[config.mk]
export PLATFORM = sky130hd
export DESIGN_NAME = link_state_shortest_path_top
export DESIGN_NICKNAME = d
export VERILOG_FILES = /design/src/design/lssp_pkg.sv /design/src/design/lssp_ram.sv /design/src/design/lssp_front.sv /design/src/design/lssp_back.sv /design/src/design/link_state_shortest_path_top.sv
export SDC_FILE = /design/constraint.sdc
export NUM_CORES = 2
export LEC_CHECK = 0
export BUFFER_PORTS_ARGS = -buffer_cell sky130_fd_sc_hd__buf_2
export CAP_MARGIN = 20
export CELL_PAD_IN_SITES_DETAIL_PLACEMENT = 0
export CELL_PAD_IN_SITES_GLOBAL_PLACEMENT = 1
export CORE_MARGIN = 3
export CORE_UTILIZATION = 56
export DETAILED_ROUTE_END_ITERATION = 10
export PLACE_DENSITY = 0.76
export SKIP_LAST_GASP = 1
export SLEW_MARGIN = 40
export SYNTH_ARGS = -nofsm -noshare
export SYNTH_HDL_FRONTEND = slang
export SYNTH_HIERARCHICAL = 1
export SYNTH_SLANG_ARGS = --single-unit
[constraint.sdc]
create_clock -name clk -period 9.4 [get_ports clk]
set_input_delay 0.94 -clock clk [delete_from_list [all_inputs] [get_ports clk]]
set_output_delay 0.94 -clock clk [all_outputs]
set_load 0.05 [all_outputs]
[src/design/lssp_pkg.sv]
// Shared types and constants of the link-state shortest path block.
`default_nettype none
package lssp_pkg;

  localparam logic CMD_LOAD = 1'b0;
  localparam logic CMD_RECV = 1'b1;

  localparam logic [18:0] DIST_SAT = 19'h7FFFF;

  // One stored link-state entry.
  typedef struct packed {
    logic [4:0]  link;
    logic [15:0] cost;
  } entry_t;

  // One cell of the symmetric edge matrix.
  typedef struct packed {
    logic        vld;
    logic [15:0] cost;
  } edge_t;

  // Status from the front part toward the queue.
  typedef struct packed {
    logic busy;
    logic run_push;
  } front_stat_t;

  // One route word as it leaves the block.
  typedef struct packed {
    logic        valid;
    logic [3:0]  destination;
    logic [3:0]  first_hop;
    logic [18:0] path_distance;
    logic        reachable;
    logic        is_local;
    logic        last_route;
  } route_t;

endpackage
`default_nettype wire

[src/design/lssp_ram.sv]
// Generic single write port RAM with registered read.
`default_nettype none
module lssp_ram #(
  parameter int WIDTH = 8,
  parameter int DEPTH = 16
) (
  input  wire logic                     clk,
  input  wire logic                     we,
  input  wire logic [$clog2(DEPTH)-1:0] waddr,
  input  wire logic [WIDTH-1:0]         wdata,
  input  wire logic [$clog2(DEPTH)-1:0] raddr,
  output logic      [WIDTH-1:0]         rdata
);
  logic [WIDTH-1:0] mem [DEPTH];
  logic [WIDTH-1:0] rdata_r;

  always_ff @(posedge clk) begin
    if (we) begin
      mem[waddr] <= wdata;
    end
    rdata_r <= mem[raddr];
  end

  assign rdata = rdata_r;
endmodule
`default_nettype wire

[src/design/lssp_front.sv]
// Front part: checks each input word, drops duplicates and appends entries to the rows.
`default_nettype none
module lssp_front import lssp_pkg::*; #(
  parameter int NODES            = 8,
  parameter int LINK_IDS         = 16,
  parameter int ENTRIES_PER_NODE = 8
) (
  input  wire logic clk,
  input  wire logic rst_n,
  input  wire logic accept,
  input  wire logic in_command,
  input  wire logic [3:0] in_origin_router,
  input  wire logic [4:0] in_link_id,
  input  wire logic [15:0] in_link_cost,
  input  wire logic [3:0] own_router,
  input  wire logic back_sel,
  input  wire logic [$clog2(NODES)-1:0] back_row,
  output logic [$clog2(ENTRIES_PER_NODE+1)-1:0] back_cnt,
  output logic ram_we,
  output logic [$clog2(NODES*ENTRIES_PER_NODE)-1:0] ram_waddr,
  output entry_t ram_wdata,
  output logic [$clog2(NODES*ENTRIES_PER_NODE)-1:0] ram_raddr,
  input  entry_t ram_rdata,
  output front_stat_t stat
);
  localparam int NW  = $clog2(NODES);
  localparam int CW  = $clog2(ENTRIES_PER_NODE + 1);
  localparam int EAW = $clog2(NODES * ENTRIES_PER_NODE);

  localparam logic [1:0] F_IDLE  = 2'd0;
  localparam logic [1:0] F_SCAN  = 2'd1;
  localparam logic [1:0] F_CHECK = 2'd2;

  logic [1:0]    st_r, st_nxt;
  logic [NW-1:0] row_r, row_nxt;
  logic [CW-1:0] e_r, e_nxt;
  logic [4:0]    link_r, link_nxt;
  logic [15:0]   cost_r, cost_nxt;
  logic [CW-1:0] cnt_r [NODES];

  logic          root_ok, link_ok, origin_ok, full, inc, push;
  logic [NW-1:0] root, in_row, cnt_sel;
  logic [CW-1:0] cnt_cur;

  assign root_ok  = (own_router != 4'd0) && (32'(own_router) <= NODES);
  assign root     = NW'(32'(own_router) - 32'd1);
  assign in_row   = (in_command == CMD_LOAD) ? root : NW'(32'(in_origin_router) - 32'd1);
  assign link_ok  = (in_link_id != 5'd0) && (32'(in_link_id) <= LINK_IDS);
  assign origin_ok = (in_origin_router != 4'd0) && (32'(in_origin_router) <= NODES) &&
                     (in_origin_router != own_router);
  assign cnt_sel  = back_sel ? back_row : ((st_r == F_IDLE) ? in_row : row_r);
  assign cnt_cur  = cnt_r[cnt_sel];
  assign back_cnt = cnt_cur;
  assign full     = 32'(cnt_cur) >= ENTRIES_PER_NODE;
  assign ram_waddr = EAW'(32'(cnt_sel) * ENTRIES_PER_NODE + 32'(cnt_cur));
  assign ram_raddr = EAW'(32'(row_r) * ENTRIES_PER_NODE + 32'(e_r));

  always_comb begin
    st_nxt    = st_r;
    row_nxt   = row_r;
    e_nxt     = e_r;
    link_nxt  = link_r;
    cost_nxt  = cost_r;
    inc       = 1'b0;
    push      = 1'b0;
    ram_we    = 1'b0;
    ram_wdata = '{link: link_r, cost: cost_r};
    case (st_r)
      F_IDLE: begin
        if (accept && link_ok) begin
          if (in_command == CMD_LOAD) begin
            if (root_ok && !full) begin
              ram_we    = 1'b1;
              ram_wdata = '{link: in_link_id, cost: in_link_cost};
              inc       = 1'b1;
            end
          end else if (origin_ok) begin
            row_nxt  = in_row;
            link_nxt = in_link_id;
            cost_nxt = in_link_cost;
            e_nxt    = '0;
            st_nxt   = F_SCAN;
          end
        end
      end
      F_SCAN: begin
        if (e_r == cnt_cur) begin
          if (!full) begin
            ram_we = 1'b1;
            inc    = 1'b1;
            push   = 1'b1;
          end
          st_nxt = F_IDLE;
        end else begin
          st_nxt = F_CHECK;
        end
      end
      F_CHECK: begin
        if (ram_rdata.link == link_r && ram_rdata.cost == cost_r) begin
          st_nxt = F_IDLE;
        end else begin
          e_nxt  = e_r + CW'(1);
          st_nxt = F_SCAN;
        end
      end
      default: st_nxt = F_IDLE;
    endcase
  end

  always_ff @(posedge clk) begin
    if (!rst_n) begin
      st_r <= F_IDLE;
      for (int n = 0; n < NODES; n++) begin
        cnt_r[n] <= '0;
      end
    end else begin
      st_r <= st_nxt;
      if (inc) begin
        cnt_r[cnt_sel] <= cnt_cur + CW'(1);
      end
    end
    row_r  <= row_nxt;
    e_r    <= e_nxt;
    link_r <= link_nxt;
    cost_r <= cost_nxt;
  end

  assign stat = '{busy: (st_r != F_IDLE), run_push: push};
endmodule
`default_nettype wire

[src/design/lssp_back.sv]
// Back part: rebuilds the edge matrix, runs the shortest path search and emits the routes.
`default_nettype none
module lssp_back import lssp_pkg::*; #(
  parameter int NODES            = 8,
  parameter int LINK_IDS         = 16,
  parameter int ENTRIES_PER_NODE = 8
) (
  input  wire logic clk,
  input  wire logic rst_n,
  input  wire logic run_req,
  output logic run_pop,
  input  wire logic [3:0] own_router,
  output logic back_busy,
  output logic [$clog2(NODES)-1:0] back_row,
  input  wire logic [$clog2(ENTRIES_PER_NODE+1)-1:0] back_cnt,
  output logic [$clog2(NODES*ENTRIES_PER_NODE)-1:0] ent_raddr,
  input  entry_t ent_rdata,
  output route_t route
);
  localparam int NW  = $clog2(NODES);
  localparam int LW  = $clog2(LINK_IDS);
  localparam int CW  = $clog2(ENTRIES_PER_NODE + 1);
  localparam int KW  = $clog2(NODES + 1);
  localparam int DW  = 16 + $clog2(NODES);
  localparam int EAW = $clog2(NODES * ENTRIES_PER_NODE);
  localparam int GAW = $clog2(NODES * NODES);

  localparam logic [3:0] S_IDLE = 4'd0;
  localparam logic [3:0] S_CLR  = 4'd1;
  localparam logic [3:0] S_BRD  = 4'd2;
  localparam logic [3:0] S_BENT = 4'd3;
  localparam logic [3:0] S_BFE  = 4'd4;
  localparam logic [3:0] S_BFE2 = 4'd5;
  localparam logic [3:0] S_IRD  = 4'd6;
  localparam logic [3:0] S_IWR  = 4'd7;
  localparam logic [3:0] S_SEL  = 4'd8;
  localparam logic [3:0] S_RRD  = 4'd9;
  localparam logic [3:0] S_RWR  = 4'd10;
  localparam logic [3:0] S_EST  = 4'd11;
  localparam logic [3:0] S_EWK  = 4'd12;

  logic [3:0]     st_r;
  logic [NW-1:0]  i_r, r_r, t_r, next_r, cur_r, prev_r;
  logic [CW-1:0]  e_r;
  logic [GAW-1:0] clr_r;
  logic [KW-1:0]  k_r;
  logic [15:0]    ecost_r;
  logic           found_r;
  logic [DW-1:0]  least_r, dnext_r;
  logic           ev_r   [LINK_IDS];
  logic [DW-1:0]  dist_r [NODES];
  logic           reach_r[NODES];
  logic [NW-1:0]  pred_r [NODES];
  logic           has_r  [NODES];
  logic           sett_r [NODES];
  route_t         route_r;

  logic           root_ok, i_last, r_last, cand, f_n;
  logic [NW-1:0]  root, nx_n, id_pred;
  logic [DW-1:0]  l_n, alt;
  logic [LW-1:0]  id;
  logic           g_we, fe_we;
  logic [GAW-1:0] g_waddr, g_raddr;
  edge_t          g_wdata, g_rdata;
  logic [NW-1:0]  fe_rdata;
  logic           emit;
  logic [3:0]     em_hop;
  logic [DW-1:0]  em_dist;
  logic           em_ok, em_loc;

  assign root_ok = (own_router != 4'd0) && (32'(own_router) <= NODES);
  assign root    = NW'(32'(own_router) - 32'd1);
  assign i_last  = (i_r == NW'(NODES - 1));
  assign r_last  = (r_r == NW'(NODES - 1));
  assign id      = LW'(32'(ent_rdata.link) - 32'd1);
  assign id_pred = pred_r[cur_r];

  assign back_row  = r_r;
  assign back_busy = (st_r != S_IDLE);
  assign run_pop   = (st_r == S_IDLE) && run_req;
  assign ent_raddr = EAW'(32'(r_r) * ENTRIES_PER_NODE + 32'(e_r));

  // Minimum search: on ties the later (higher) index wins.
  assign cand = !sett_r[i_r] && reach_r[i_r] && (!found_r || dist_r[i_r] <= least_r);
  assign f_n  = found_r || cand;
  assign nx_n = cand ? i_r : next_r;
  assign l_n  = cand ? dist_r[i_r] : least_r;
  assign alt  = dnext_r + DW'(g_rdata.cost);

  lssp_ram #(.WIDTH(NW), .DEPTH(LINK_IDS)) u_first_end (
    .clk(clk), .we(fe_we), .waddr(id), .wdata(r_r), .raddr(id), .rdata(fe_rdata)
  );

  lssp_ram #(.WIDTH($bits(edge_t)), .DEPTH(NODES * NODES)) u_edges (
    .clk(clk), .we(g_we), .waddr(g_waddr), .wdata(g_wdata), .raddr(g_raddr), .rdata(g_rdata)
  );

  always_comb begin
    g_we    = 1'b0;
    g_waddr = clr_r;
    g_wdata = '0;
    fe_we   = 1'b0;
    g_raddr = GAW'(32'(i_r) * NODES + 32'(next_r));
    case (st_r)
      S_CLR: g_we = 1'b1;
      S_BENT: fe_we = !ev_r[id];
      S_BFE: begin
        g_we    = 1'b1;
        g_waddr = GAW'(32'(r_r) * NODES + 32'(fe_rdata));
        g_wdata = '{vld: 1'b1, cost: ecost_r};
      end
      S_BFE2: begin
        g_we    = 1'b1;
        g_waddr = GAW'(32'(t_r) * NODES + 32'(r_r));
        g_wdata = '{vld: 1'b1, cost: ecost_r};
      end
      S_IRD: g_raddr = GAW'(32'(root) * NODES + 32'(i_r));
      default: ;
    endcase
  end

  // Route word for the current destination.
  always_comb begin
    emit    = 1'b0;
    em_hop  = 4'd0;
    em_dist = '0;
    em_ok   = 1'b0;
    em_loc  = 1'b0;
    if (st_r == S_EST) begin
      if (root_ok && i_r == root) begin
        emit   = 1'b1;
        em_ok  = 1'b1;
        em_loc = 1'b1;
      end else if (!(root_ok && reach_r[i_r])) begin
        emit = 1'b1;
      end
    end else if (st_r == S_EWK) begin
      if (32'(k_r) == NODES || !has_r[cur_r] || id_pred == root) begin
        emit    = 1'b1;
        em_hop  = 4'(32'(prev_r) + 32'd1);
        em_dist = dist_r[i_r];
        em_ok   = 1'b1;
      end
    end
  end

  always_ff @(posedge clk) begin
    if (!rst_n) begin
      st_r          <= S_IDLE;
      route_r.valid <= 1'b0;
      for (int n = 0; n < NODES; n++) begin
        sett_r[n] <= 1'b0;
      end
    end else begin
      route_r.valid <= emit;
      case (st_r)
        S_IDLE: begin
          if (run_req) begin
            clr_r <= '0;
            for (int n = 0; n < LINK_IDS; n++) begin
              ev_r[n] <= 1'b0;
            end
            st_r <= root_ok ? S_CLR : S_EST;
            i_r  <= '0;
          end
        end
        S_CLR: begin
          clr_r <= clr_r + GAW'(1);
          if (32'(clr_r) == NODES * NODES - 1) begin
            r_r  <= '0;
            e_r  <= '0;
            st_r <= S_BRD;
          end
        end
        S_BRD: begin
          if (e_r == back_cnt) begin
            e_r <= '0;
            if (r_last) begin
              i_r  <= '0;
              st_r <= S_IRD;
            end else begin
              r_r <= r_r + NW'(1);
            end
          end else begin
            st_r <= S_BENT;
          end
        end
        S_BENT: begin
          ecost_r <= ent_rdata.cost;
          if (ev_r[id]) begin
            st_r <= S_BFE;
          end else begin
            ev_r[id] <= 1'b1;
            e_r      <= e_r + CW'(1);
            st_r     <= S_BRD;
          end
        end
        S_BFE: begin
          t_r  <= fe_rdata;
          st_r <= S_BFE2;
        end
        S_BFE2: begin
          e_r  <= e_r + CW'(1);
          st_r <= S_BRD;
        end
        S_IRD: st_r <= S_IWR;
        S_IWR: begin
          sett_r[i_r]  <= 1'b0;
          reach_r[i_r] <= g_rdata.vld || (i_r == root);
          has_r[i_r]   <= g_rdata.vld;
          pred_r[i_r]  <= g_rdata.vld ? root : '0;
          dist_r[i_r]  <= (g_rdata.vld && i_r != root) ? DW'(g_rdata.cost) : '0;
          if (i_last) begin
            i_r     <= '0;
            found_r <= 1'b0;
            st_r    <= S_SEL;
          end else begin
            i_r  <= i_r + NW'(1);
            st_r <= S_IRD;
          end
        end
        S_SEL: begin
          found_r <= f_n;
          next_r  <= nx_n;
          least_r <= l_n;
          i_r     <= i_last ? '0 : i_r + NW'(1);
          if (i_last) begin
            if (f_n) begin
              sett_r[nx_n] <= 1'b1;
              dnext_r      <= l_n;
              st_r         <= S_RRD;
            end else begin
              st_r <= S_EST;
            end
          end
        end
        S_RRD: st_r <= S_RWR;
        S_RWR: begin
          if (g_rdata.vld && !sett_r[i_r] && (!reach_r[i_r] || alt < dist_r[i_r])) begin
            dist_r[i_r]  <= alt;
            reach_r[i_r] <= 1'b1;
            pred_r[i_r]  <= next_r;
            has_r[i_r]   <= 1'b1;
          end
          if (i_last) begin
            i_r     <= '0;
            found_r <= 1'b0;
            st_r    <= S_SEL;
          end else begin
            i_r  <= i_r + NW'(1);
            st_r <= S_RRD;
          end
        end
        S_EST, S_EWK: begin
          if (emit) begin
            st_r <= i_last ? S_IDLE : S_EST;
            i_r  <= i_r + NW'(1);
          end else if (st_r == S_EST) begin
            cur_r  <= i_r;
            prev_r <= i_r;
            k_r    <= '0;
            st_r   <= S_EWK;
          end else begin
            cur_r  <= id_pred;
            prev_r <= id_pred;
            k_r    <= k_r + KW'(1);
          end
        end
        default: st_r <= S_IDLE;
      endcase
    end
    route_r.destination   <= 4'(32'(i_r) + 32'd1);
    route_r.first_hop     <= em_hop;
    route_r.path_distance <= (32'(em_dist) > 32'(DIST_SAT)) ? DIST_SAT : 19'(em_dist);
    route_r.reachable     <= em_ok;
    route_r.is_local      <= em_loc;
    route_r.last_route    <= i_last;
  end

  assign route = route_r;
endmodule
`default_nettype wire

[src/design/link_state_shortest_path_top.sv]
// Top level of the link-state shortest path block: front, run queue, entry table and back.
//
//  channel   ports                                         handshake
//  input     in_command, in_origin_router, in_link_id,     start / busy
//            in_link_cost
//  result    out_destination, out_first_hop,               out_valid strobe
//            out_path_distance, out_reachable,
//            out_is_local, out_last_route
//  config    cfg_wdata (own_router)                        cfg_we
//
// A load word or a dropped word is handled straight from idle; a received word is compared
// in the front against each entry already in its row and, if new and its row has room, is
// stored with a run request. A run then clears the edge matrix, rebuilds it from the stored
// entries, seeds the distances from the root, runs the search rounds and emits one route per
// destination. The edge and entry tables have one write and one registered read port each.
// Reset clears the row counts, the queue and all state machines; no clearing pass is needed.
// busy falls in the same cycle as the last route word is shown on the outputs; results cannot be held off.
`default_nettype none
module link_state_shortest_path_top import lssp_pkg::*; #(
  parameter int NODES            = 8,
  parameter int LINK_IDS         = 16,
  parameter int ENTRIES_PER_NODE = 8
) (
  input  wire logic        clk,
  input  wire logic        rst_n,
  input  wire logic        start,
  output logic             busy,
  input  wire logic        in_command,
  input  wire logic [3:0]  in_origin_router,
  input  wire logic [4:0]  in_link_id,
  input  wire logic [15:0] in_link_cost,
  input  wire logic        cfg_we,
  input  wire logic [3:0]  cfg_wdata,
  output logic             out_valid,
  output logic [3:0]       out_destination,
  output logic [3:0]       out_first_hop,
  output logic [18:0]      out_path_distance,
  output logic             out_reachable,
  output logic             out_is_local,
  output logic             out_last_route
);
  localparam int NW  = $clog2(NODES);
  localparam int CW  = $clog2(ENTRIES_PER_NODE + 1);
  localparam int EAW = $clog2(NODES * ENTRIES_PER_NODE);

  logic [3:0]     own_r;
  logic [1:0]     q_cnt_r, q_cnt_nxt;
  front_stat_t    fstat;
  logic           run_pop, back_busy, ent_we;
  logic [NW-1:0]  back_row;
  logic [CW-1:0]  back_cnt;
  logic [EAW-1:0] ent_waddr, f_raddr, b_raddr;
  entry_t         ent_wdata, ent_rdata;
  route_t         route;

  assign busy      = fstat.busy || (q_cnt_r != 2'd0) || back_busy;
  assign q_cnt_nxt = q_cnt_r + 2'(fstat.run_push) - 2'(run_pop);

  always_ff @(posedge clk) begin
    if (!rst_n) begin
      own_r   <= 4'd1;
      q_cnt_r <= 2'd0;
    end else begin
      q_cnt_r <= q_cnt_nxt;
      if (cfg_we) begin
        own_r <= cfg_wdata;
      end
    end
  end

  lssp_front #(
    .NODES(NODES), .LINK_IDS(LINK_IDS), .ENTRIES_PER_NODE(ENTRIES_PER_NODE)
  ) u_front (
    .clk(clk), .rst_n(rst_n), .accept(start && !busy),
    .in_command(in_command), .in_origin_router(in_origin_router),
    .in_link_id(in_link_id), .in_link_cost(in_link_cost), .own_router(own_r),
    .back_sel(back_busy), .back_row(back_row), .back_cnt(back_cnt),
    .ram_we(ent_we), .ram_waddr(ent_waddr), .ram_wdata(ent_wdata),
    .ram_raddr(f_raddr), .ram_rdata(ent_rdata), .stat(fstat)
  );

  lssp_ram #(.WIDTH($bits(entry_t)), .DEPTH(NODES * ENTRIES_PER_NODE)) u_entries (
    .clk(clk), .we(ent_we), .waddr(ent_waddr), .wdata(ent_wdata),
    .raddr(back_busy ? b_raddr : f_raddr), .rdata(ent_rdata)
  );

  lssp_back #(
    .NODES(NODES), .LINK_IDS(LINK_IDS), .ENTRIES_PER_NODE(ENTRIES_PER_NODE)
  ) u_back (
    .clk(clk), .rst_n(rst_n), .run_req(q_cnt_r != 2'd0), .run_pop(run_pop),
    .own_router(own_r), .back_busy(back_busy), .back_row(back_row), .back_cnt(back_cnt),
    .ent_raddr(b_raddr), .ent_rdata(ent_rdata), .route(route)
  );

  assign out_valid         = route.valid;
  assign out_destination   = route.destination;
  assign out_first_hop     = route.first_hop;
  assign out_path_distance = route.path_distance;
  assign out_reachable     = route.reachable;
  assign out_is_local      = route.is_local;
  assign out_last_route    = route.last_route;

  // Only one run can be pending since the front is blocked while one is outstanding.
  a_queue_depth: assert property (@(posedge clk) disable iff (!rst_n) q_cnt_r < 2'd2)
    else $error("run queue overflow");
  a_front_idle: assert property (@(posedge clk) disable iff (!rst_n)
    back_busy |-> !fstat.busy)
    else $error("front active during a run");
  a_pop_only_pending: assert property (@(posedge clk) disable iff (!rst_n)
    run_pop |-> q_cnt_r != 2'd0)
    else $error("run started without a request");
  a_last_ends: assert property (@(posedge clk) disable iff (!rst_n)
    out_valid && out_last_route |=> !out_valid)
    else $error("route word after the last one");
endmodule
`default_nettype wire
**After elaboration in Yosys (flattened, before gate mapping)**

Memory sizes are Yosys's and may differ from the RTL's. A register that Yosys moved wholly into a read port is not among the register bits.
Index checks and enable logic that the tools add are counted.
Widths: inputs -> output; s select.

- $add $sub $neg: 22
- Order comparisons: 6
- Equality and inequality tests: 41
- Multiplexer cells: 125
- Bitwise gates (word level): 7
- Reduce and logical (&&, ||, !) cells: 69

Operator list:

| kind | number |
|---|---|
| $mux 21 | 4 |
| $mux 4 | 19 |
| $mux 3 | 24 |
| $mux 1 | 56 |
| $pmux 4 s12 | 1 |
| $mux 19 | 2 |
| $add 6x3->6 | 4 |
| $eq 4x4->1 const B | 6 |
| $pmux 6 s2 | 2 |
| $reduce_and 5->1 | 4 |
| $reduce_bool 4->1 | 5 |
| $add 19x16->19 | 1 |
| $le 19x19->1 | 1 |
| $lt 19x19->1 | 1 |
| $add 6x4->6 | 3 |
| $mux 6 | 3 |
| $mux 17 | 1 |
| $add 4x1->4 const B | 4 |
| $eq 16x16->1 | 1 |
| $eq 4x3->1 const B | 4 |
| $logic_and 1x1->1 | 16 |
| $mux 16 | 1 |
| $ne 2x1->1 const B | 8 |
| $pmux 4 s4 | 1 |
| 46 further kinds | 98 |

- Flip-flop bits (word level): 155
- RAM bits: 2728
- Input port bits: 34
- Output and inout port bits: 32
- Word-level logic and storage cells: 307
- Memories kept: 10

Memory list:

| memory | words | bits a word | read ports | clocked after memory_dff | wr ports | line | RTL |
|---|---|---|---|---|---|---|---|
| u_entries.mem | 64 | 21 | 1 | 1 | 1 | lssp_ram.sv:14 | `logic [WIDTH-1:0] mem [DEPTH];` |
| u_back.u_edges.mem | 64 | 17 | 1 | 1 | 1 | lssp_ram.sv:14 |  |
| u_back.dist_r | 8 | 19 | 1 | 1 | 1 | lssp_back.sv:51 | `logic [DW-1:0] dist_r [NODES];` |
| u_back.u_first_end.mem | 16 | 3 | 1 | 1 | 1 | lssp_ram.sv:14 |  |
| u_front.cnt_r | 8 | 4 | 1 | 0 | 8 | lssp_front.sv:39 | `logic [CW-1:0] cnt_r [NODES];` |
| u_back.pred_r | 8 | 3 | 1 | 1 | 1 | lssp_back.sv:53 | `logic [NW-1:0] pred_r [NODES];` |
| 4 more memories | - | - | - | - | - | - |  |

**Longest topological paths before layout**

An unclocked memory read counts as a cell.

- Word-level depth: 17
- Mapped depth: 22

**Hierarchy**

The synthesis kept the hierarchy.

By module, submodules not included:

| module | times used | cells each | area each (um^2) | seq. area each (um^2) |
|---|---|---|---|---|
| lssp_ram (u_entries) | 1 | 2190 | 51717.1 | 40779.1 |
| lssp_ram (u_back.u_edges) | 1 | 1953 | 42344.4 | 33011.7 |
| lssp_back | 1 | 1196 | 16113.0 | 9589.2 |
| lssp_front | 1 | 308 | 3796.1 | 1841.8 |
| lssp_ram (u_back.u_first_end) | 1 | 103 | 2011.9 | 1501.4 |
| link_state_shortest_path_top | 1 | 33 | 360.3 | 120.1 |

**Least setup slack after synthesis**

No wires, ideal clock.

- Kind: reg2reg
- From: reg u_back.dnext_r[0]
- To: mem u_back/dist_r[2][0] (netlist bit), enable pin
- Data arrival time: 6.107 ns
- Slack: 2.818 ns
- Cell stages (with the launch flop): 17
- Buffers on the path: 0
- Cell sequence: edfxtp_1 -> ha_1 -> fa_1 -> a211oi_1 -> o2111ai_1 -> o211ai_1 -> o21ai_0 -> a41o_1 -> mux2i_1 -> nand3_1 -> ha_1 -> a211o_1 -> a31oi_1 -> o21ai_0 -> a21oi_2 -> a22oi_2 -> nor4b_1

- Cells in the longest elaborated chain, start to end: 9

Ends and longest elaborated chain:

| what | line | RTL |
|---|---|---|
| start: declaration | lssp_back.sv:49 | `logic [DW-1:0] least_r, dnext_r;` |
| start signal: assignment | lssp_back.sv:230 | `dnext_r <= l_n;` |
| $add 19x16->19 | lssp_back.sv:88 | `assign alt = dnext_r + DW'(g_rdata.cost);` |
| $lt 19x19->1 | lssp_back.sv:239 | `if (g_rdata.vld && !sett_r[i_r] && (!reach_r[i_r] \|\| alt < dist_r[i_r])) begin` |
| $logic_or 1x1->1 | lssp_back.sv:239 |  |
| $logic_and 1x1->1 | lssp_back.sv:239 |  |
| $mux 1 | lssp_back.sv:239 |  |
| $mux 1 | lssp_back.sv:156 | `case (st_r)` |
| $mux 1 | lssp_back.sv:148 | `if (!rst_n) begin` |
| $mux 1 (implied by the code) | lssp_back.sv:240 | `dist_r[i_r] <= alt;` |
| $or 1x1->1 (no line) | - |  |
| end: declaration | lssp_back.sv:51 |  |

Every way passes these cells.

**Final worst setup path**

- From: reg u_back.st_r[1]
- To: mem u_entries/mem[4][8] (netlist bit), enable pin

- Cells in the longest elaborated chain, start to end: 12

Ends and longest elaborated chain:

| what | line | RTL |
|---|---|---|
| start: declaration | lssp_back.sv:42 | `logic [3:0] st_r;` |
| start signal: assignment | lssp_back.sv:163 | `st_r <= root_ok ? S_CLR : S_EST;` |
| start signal: assignment | lssp_back.sv:256 | `st_r <= i_last ? S_IDLE : S_EST;` |
| $reduce_bool 4->1 (*) | lssp_back.sv:79 | `assign back_busy = (st_r != S_IDLE);` |
| named net back_busy | link_state_shortest_path_top.sv:49 | `logic run_pop, back_busy, ent_we;` |
| $mux 3 (*) | lssp_front.sv:51 | `assign cnt_sel = back_sel ? back_row : ((st_r == F_IDLE) ? in_row : row_r);` |
| $mem_v2 8x4 (*) | - |  |
| named net back_cnt[0] | link_state_shortest_path_top.sv:51 | `logic [CW-1:0] back_cnt;` |
| $ge 4x4->1 | lssp_front.sv:54 | `assign full = 32'(cnt_cur) >= ENTRIES_PER_NODE;` |
| $logic_not 1->1 | lssp_front.sv:72 | `if (root_ok && !full) begin` |
| $logic_and 1x1->1 | lssp_front.sv:72 |  |
| $mux 1 | lssp_front.sv:72 |  |
| $mux 1 | lssp_front.sv:71 | `if (in_command == CMD_LOAD) begin` |
| $mux 1 | lssp_front.sv:70 | `if (accept && link_ok) begin` |
| $pmux 1 s2 (*) | lssp_front.sv:68 | `case (st_r)` |
| named net ent_we | link_state_shortest_path_top.sv:49 |  |
| $mux 1 (*) | lssp_ram.sv:18 | `if (we) begin` |
| $mux 1 (implied by the code) (*) | lssp_ram.sv:19 | `mem[waddr] <= wdata;` |
| end: declaration | lssp_ram.sv:14 |  |

Mark *: on every way through the listed nets, which the timed path passes. The rest lies on a longest branch.

==> summary.log <==
qor: die.design.die.area 213,300 sq um
qor: logic_synthesis.postSynthCellCount 5,783
qor: clock_tree.numClockSinks 2,930
qor: clock_tree.max_clock_buf_depth 4
qor: global_route.vias_in_the_first_global_route 57,630
qor: clock_tree.cts_tree yes
qor: logic_synthesis.synth_area 116,300 sq um
qor: logic_synthesis.seq_area_frac_synth 0.7464
qor: logic_synthesis.cell_variety_after_synth 109
qor: sta.finalSetupViolations 0
qor: drt.totalWireLength 273,900 um
qor: clock_tree.cts.hold.buffers_added 0
qor: finish.area_growth 12.29%
qor: sta.final_period_minus_worst_setup_slack 6217 ps
qor: global_route.gr-total-overflow 0
qor: drt.drt_pass1_iterations 6
qor: drt.avgViaCountPerCell 6.436
qor: die.die_height 461.8 um
qor: worst_hold_path.hold_path.class in -> reg
qor: sta.max-slew-margin-rel 0.3474
qor: worst_setup_path.worstSetupEndpointType register
qor: sta.final.setup.worst_slack 3183 ps
qor: placement.detailed_place_hpwl 161,500 um
qor: drt.routedWlPerCell 30.55 um
qor: logic_synthesis.synth-async-reset-ratio 0
qor: logic_synthesis.synth_top_flop_cell edfxtp_1
qor: sta.final.setup_skew 43.86 ps
qor: sta.hold_viol 0
qor: finish.drive_gt1_frac 0.2493
qor: clock_tree.post_cts_buffers 0
qor: clock_tree.root_buffer clkbuf_16
qor: drt.drc 0
qor: sta.fmax 160.8 MHz
qor: logic_synthesis.syn-mean-instance-area 20.12 sq um
qor: die.rows 166
qor: sta.final.setup.tns 0 ps
qor: worst_setup_path.cp_max_fo 33
qor: clock_tree.clk_latency 940 ps
qor: sta.timing.final.max_slew_violations 0
qor: worst_setup_path.worst_ep_arrival_time 6810 ps
qor: die.fp.dieW 461.8 um
qor: worst_setup_path.path_class reg -> reg
qor: clock_tree.ctsHtreeMaxLevel 5
qor: logic_synthesis.synth_top_cell_area_share 0.7268
qor: finish.fin_nets 6,164
qor: global_route.grt_use_total 0.2594
qor: sta.grt_setup_unrepaired false
qor: pwr.design_power_total 0.03569 W
qor: placement.io_buffer_count 65
qor: clock_tree.cts_inserted_buffers 309
qor: die.floorplan.initialDensity 0.5658
qor: sta.actual_slew_at_the_worst_max_slew_pin 968.6 ps
qor: logic_synthesis.synth_edf_count 2,816
qor: global_route.largest_net_degree_at_the_start_of_global_routing 104
qor: logic_synthesis.synth_top_area_cell edfxtp_1
qor: die.core_region_area 205,600 sq um
qor: placement.placement.setup.worst_slack 2922 ps
qor: logic_synthesis.synth_top_cells_by_area edfxtp_1, mux4_2, mux2i_1, dfxtp_1, nor2_1
qor: global_route.grt_pass1_wl 400,900 um
qor: clock_tree.post_cts_repair_resize_count 0
qor: clock_tree.clk_pin_slew 60 ps
qor: status.status finished, final reports clean
qor: drt.via_count 57,720
qor: drt.count_of_routing_violations_after_the_opening_detailed_route_iteration 6,685
qor: logic_synthesis.synthesis.nets 5,898
qor: flow_run.max_cap_violations 0
qor: pwr.power_density 273.2 nW/um^2
qor: drt.antenna_left 0
qor: die.top_level_ports 66
qor: sta.fin_crit_sh 0.6614
qor: worst_setup_path.critical_path_required 10,000 ps
qor: worst_setup_path.startpoint_type_of_the_worst_setup_path register
qor: pwr.vdd_drop_max 282.0 uV
qor: logic_synthesis.yosys_warnings 6
qor: pwr.cellLeakagePower 40.48 nW
qor: placement.gp_routability_congestion 0.8572
qor: logic_synthesis.number_of_synthesized_register_bits 2,930
qor: global_route.antenna_found_initial 5
[area by class of cell]
| cell class | count | area (sq um) |
|---|---|---|
| timing repair buffer | 264 | 2042 |
| clock buffer | 374 | 8168 |
| antenna | 6 | 15.01 |
| clock inverter | 162 | 1614 |
| inverter | 78 | 295.3 |
| multi-input combinational | 2466 | 28300 |
| fill | 13810 | 74980 |
| sequential | 2930 | 86850 |
| tap | 2688 | 3363 |
[metrics by stage]
step	cell area, sq um	utilization	hold WS [ps]	instances
floorplan	116300	-	407.6	5783
global route	130600	0.6353	168.0	8964
CTS	130500	0.6346	143.0	8959
finish	130600	0.6354	217.0	8968
global placement	120200	0.5847	415.0	8414
detailed placement	120700	0.5870	432.0	8423
[kinds of logic (layout without fill, tap and decap cells)]
| group | Yosys count | in the layout | share of synthesized area |
|---|---|---|---|
| AOI/OAI and AO/OA | 561 | 561 | 0.03576 |
| xor gates and xnor gates | 71 | 71 | 0.005711 |
| adders and majority gates | 81 | 81 | 0.008776 |
| other | 0 | 6 | 0 |
| buffers and inverters | 387 | 878 | 0.01778 |
| and+or+nand+nor | 815 | 815 | 0.03483 |
| DFF | 2930 | 2930 | 0.7464 |
| muxes | 938 | 938 | 0.1507 |
[critical path, cell delays in order (launching register included)]
cell,delay (ps)
dfxtp_1,480
nor2_1,520
nand2_2,420
and2_1,280
a221oi_2,210
buf_4,350
inv_4,160
mux2i_1,160
a32oi_1,200
and2_4,380
xnor2_2,170
a41oi_4,130
buf_4,270
inv_2,290
nor2b_1,340
nand2_1,530
nor2_2,610
buf_4,340
[state kept, by name (all words and copies together) (netlist names), 21 cells and up, named ones only]
name,cells
u_entries/mem,1344
u_back/u_first_end/mem,48
u_entries/rdata,21
u_back/pred_r,24
u_back/u_edges/mem,1088
u_back/route,31
u_front/cnt_r,32
u_back/dist_r,152
[cell usage in the layout, fill, tap and decap left out, drive strengths merged, types with 51 or more instances in the layout]
| cell | n |
|---|---|
| edfxtp | 2816 |
| mux4 | 639 |
| clkbuf | 374 |
| nor2 | 296 |
| buf | 264 |
| mux2i | 237 |
| nand2 | 131 |
| clkinv | 118 |
| dfxtp | 114 |
| a21oi | 108 |
| a22oi | 85 |
| inv | 81 |
| ha | 80 |
| nor2b | 70 |
| nor3 | 65 |
| mux2 | 62 |
| nand3 | 55 |
| o21ai | 54 |
| and3 | 54 |
| o221ai | 51 |
[Yosys cell counts, types with 7 or more instances]
cell	count
edfxtp_1	2816
mux4_2	631
nor2_1	293
mux2i_1	234
clkbuf_1	135
nand2_1	130
dfxtp_1	114
a21oi_1	107
a22oi_1	82
ha_1	80
inv_1	73
buf_2	72
nor2b_1	70
nor3_1	63
buf_4	56
mux2_2	55
nand3_1	55
and3_1	54
o21ai_0	51
o221ai_1	50
a211oi_1	44
a221oi_1	44
xnor2_1	37
o22ai_1	30
xor2_1	30
buf_6	28
o31ai_1	25
nand4_1	21
a22o_1	20
and2_1	18
nand2b_1	17
nand3b_1	14
nor4_1	14
and4_1	13
a31o_1	11
o211ai_1	11
buf_1	10
a31oi_1	8
mux4_1	8
o21a_1	8
a21o_1	7
or4_1	7
[worst paths after layout]
check | from | endpoint | slack [ps] | cells past startpoint
worst max-delay path | u_back/st_r[1] | u_entries/mem[4][8] | 3180 | 17
worst min register to register | u_back/u_first_end/rdata[0] | u_back/t_r[0] | 440 | 0
worst max register to register | u_back/st_r[1] | u_entries/mem[4][8] | 3180 | 17
worst min-delay path | in_link_cost[9] | u_front/cost_r[9] | 220 | 1
[per-layer routing]
layer | track usage | share of wire | up-vias
li1 | - | - | 24450
met3 | 0.03679 | 0.071 | 499
met4 | 0.09307 | 0.040 | 2
met2 | 0.4225 | 0.50 | 2468
met5 | 0 | 0.000040 | -
met1 | 0.3640 | 0.39 | 30300
[where the power goes]
| group | internal [W] | switching [W] | leakage, nW |
|---|---|---|---|
| clock network | 0.00707 | 0.00480 | 4.77 |
| registers | 0.0148 | 0.000305 | 24.8 |
| logic | 0.00323 | 0.00544 | 10.9 |
(Power assumes the default switching activity.)
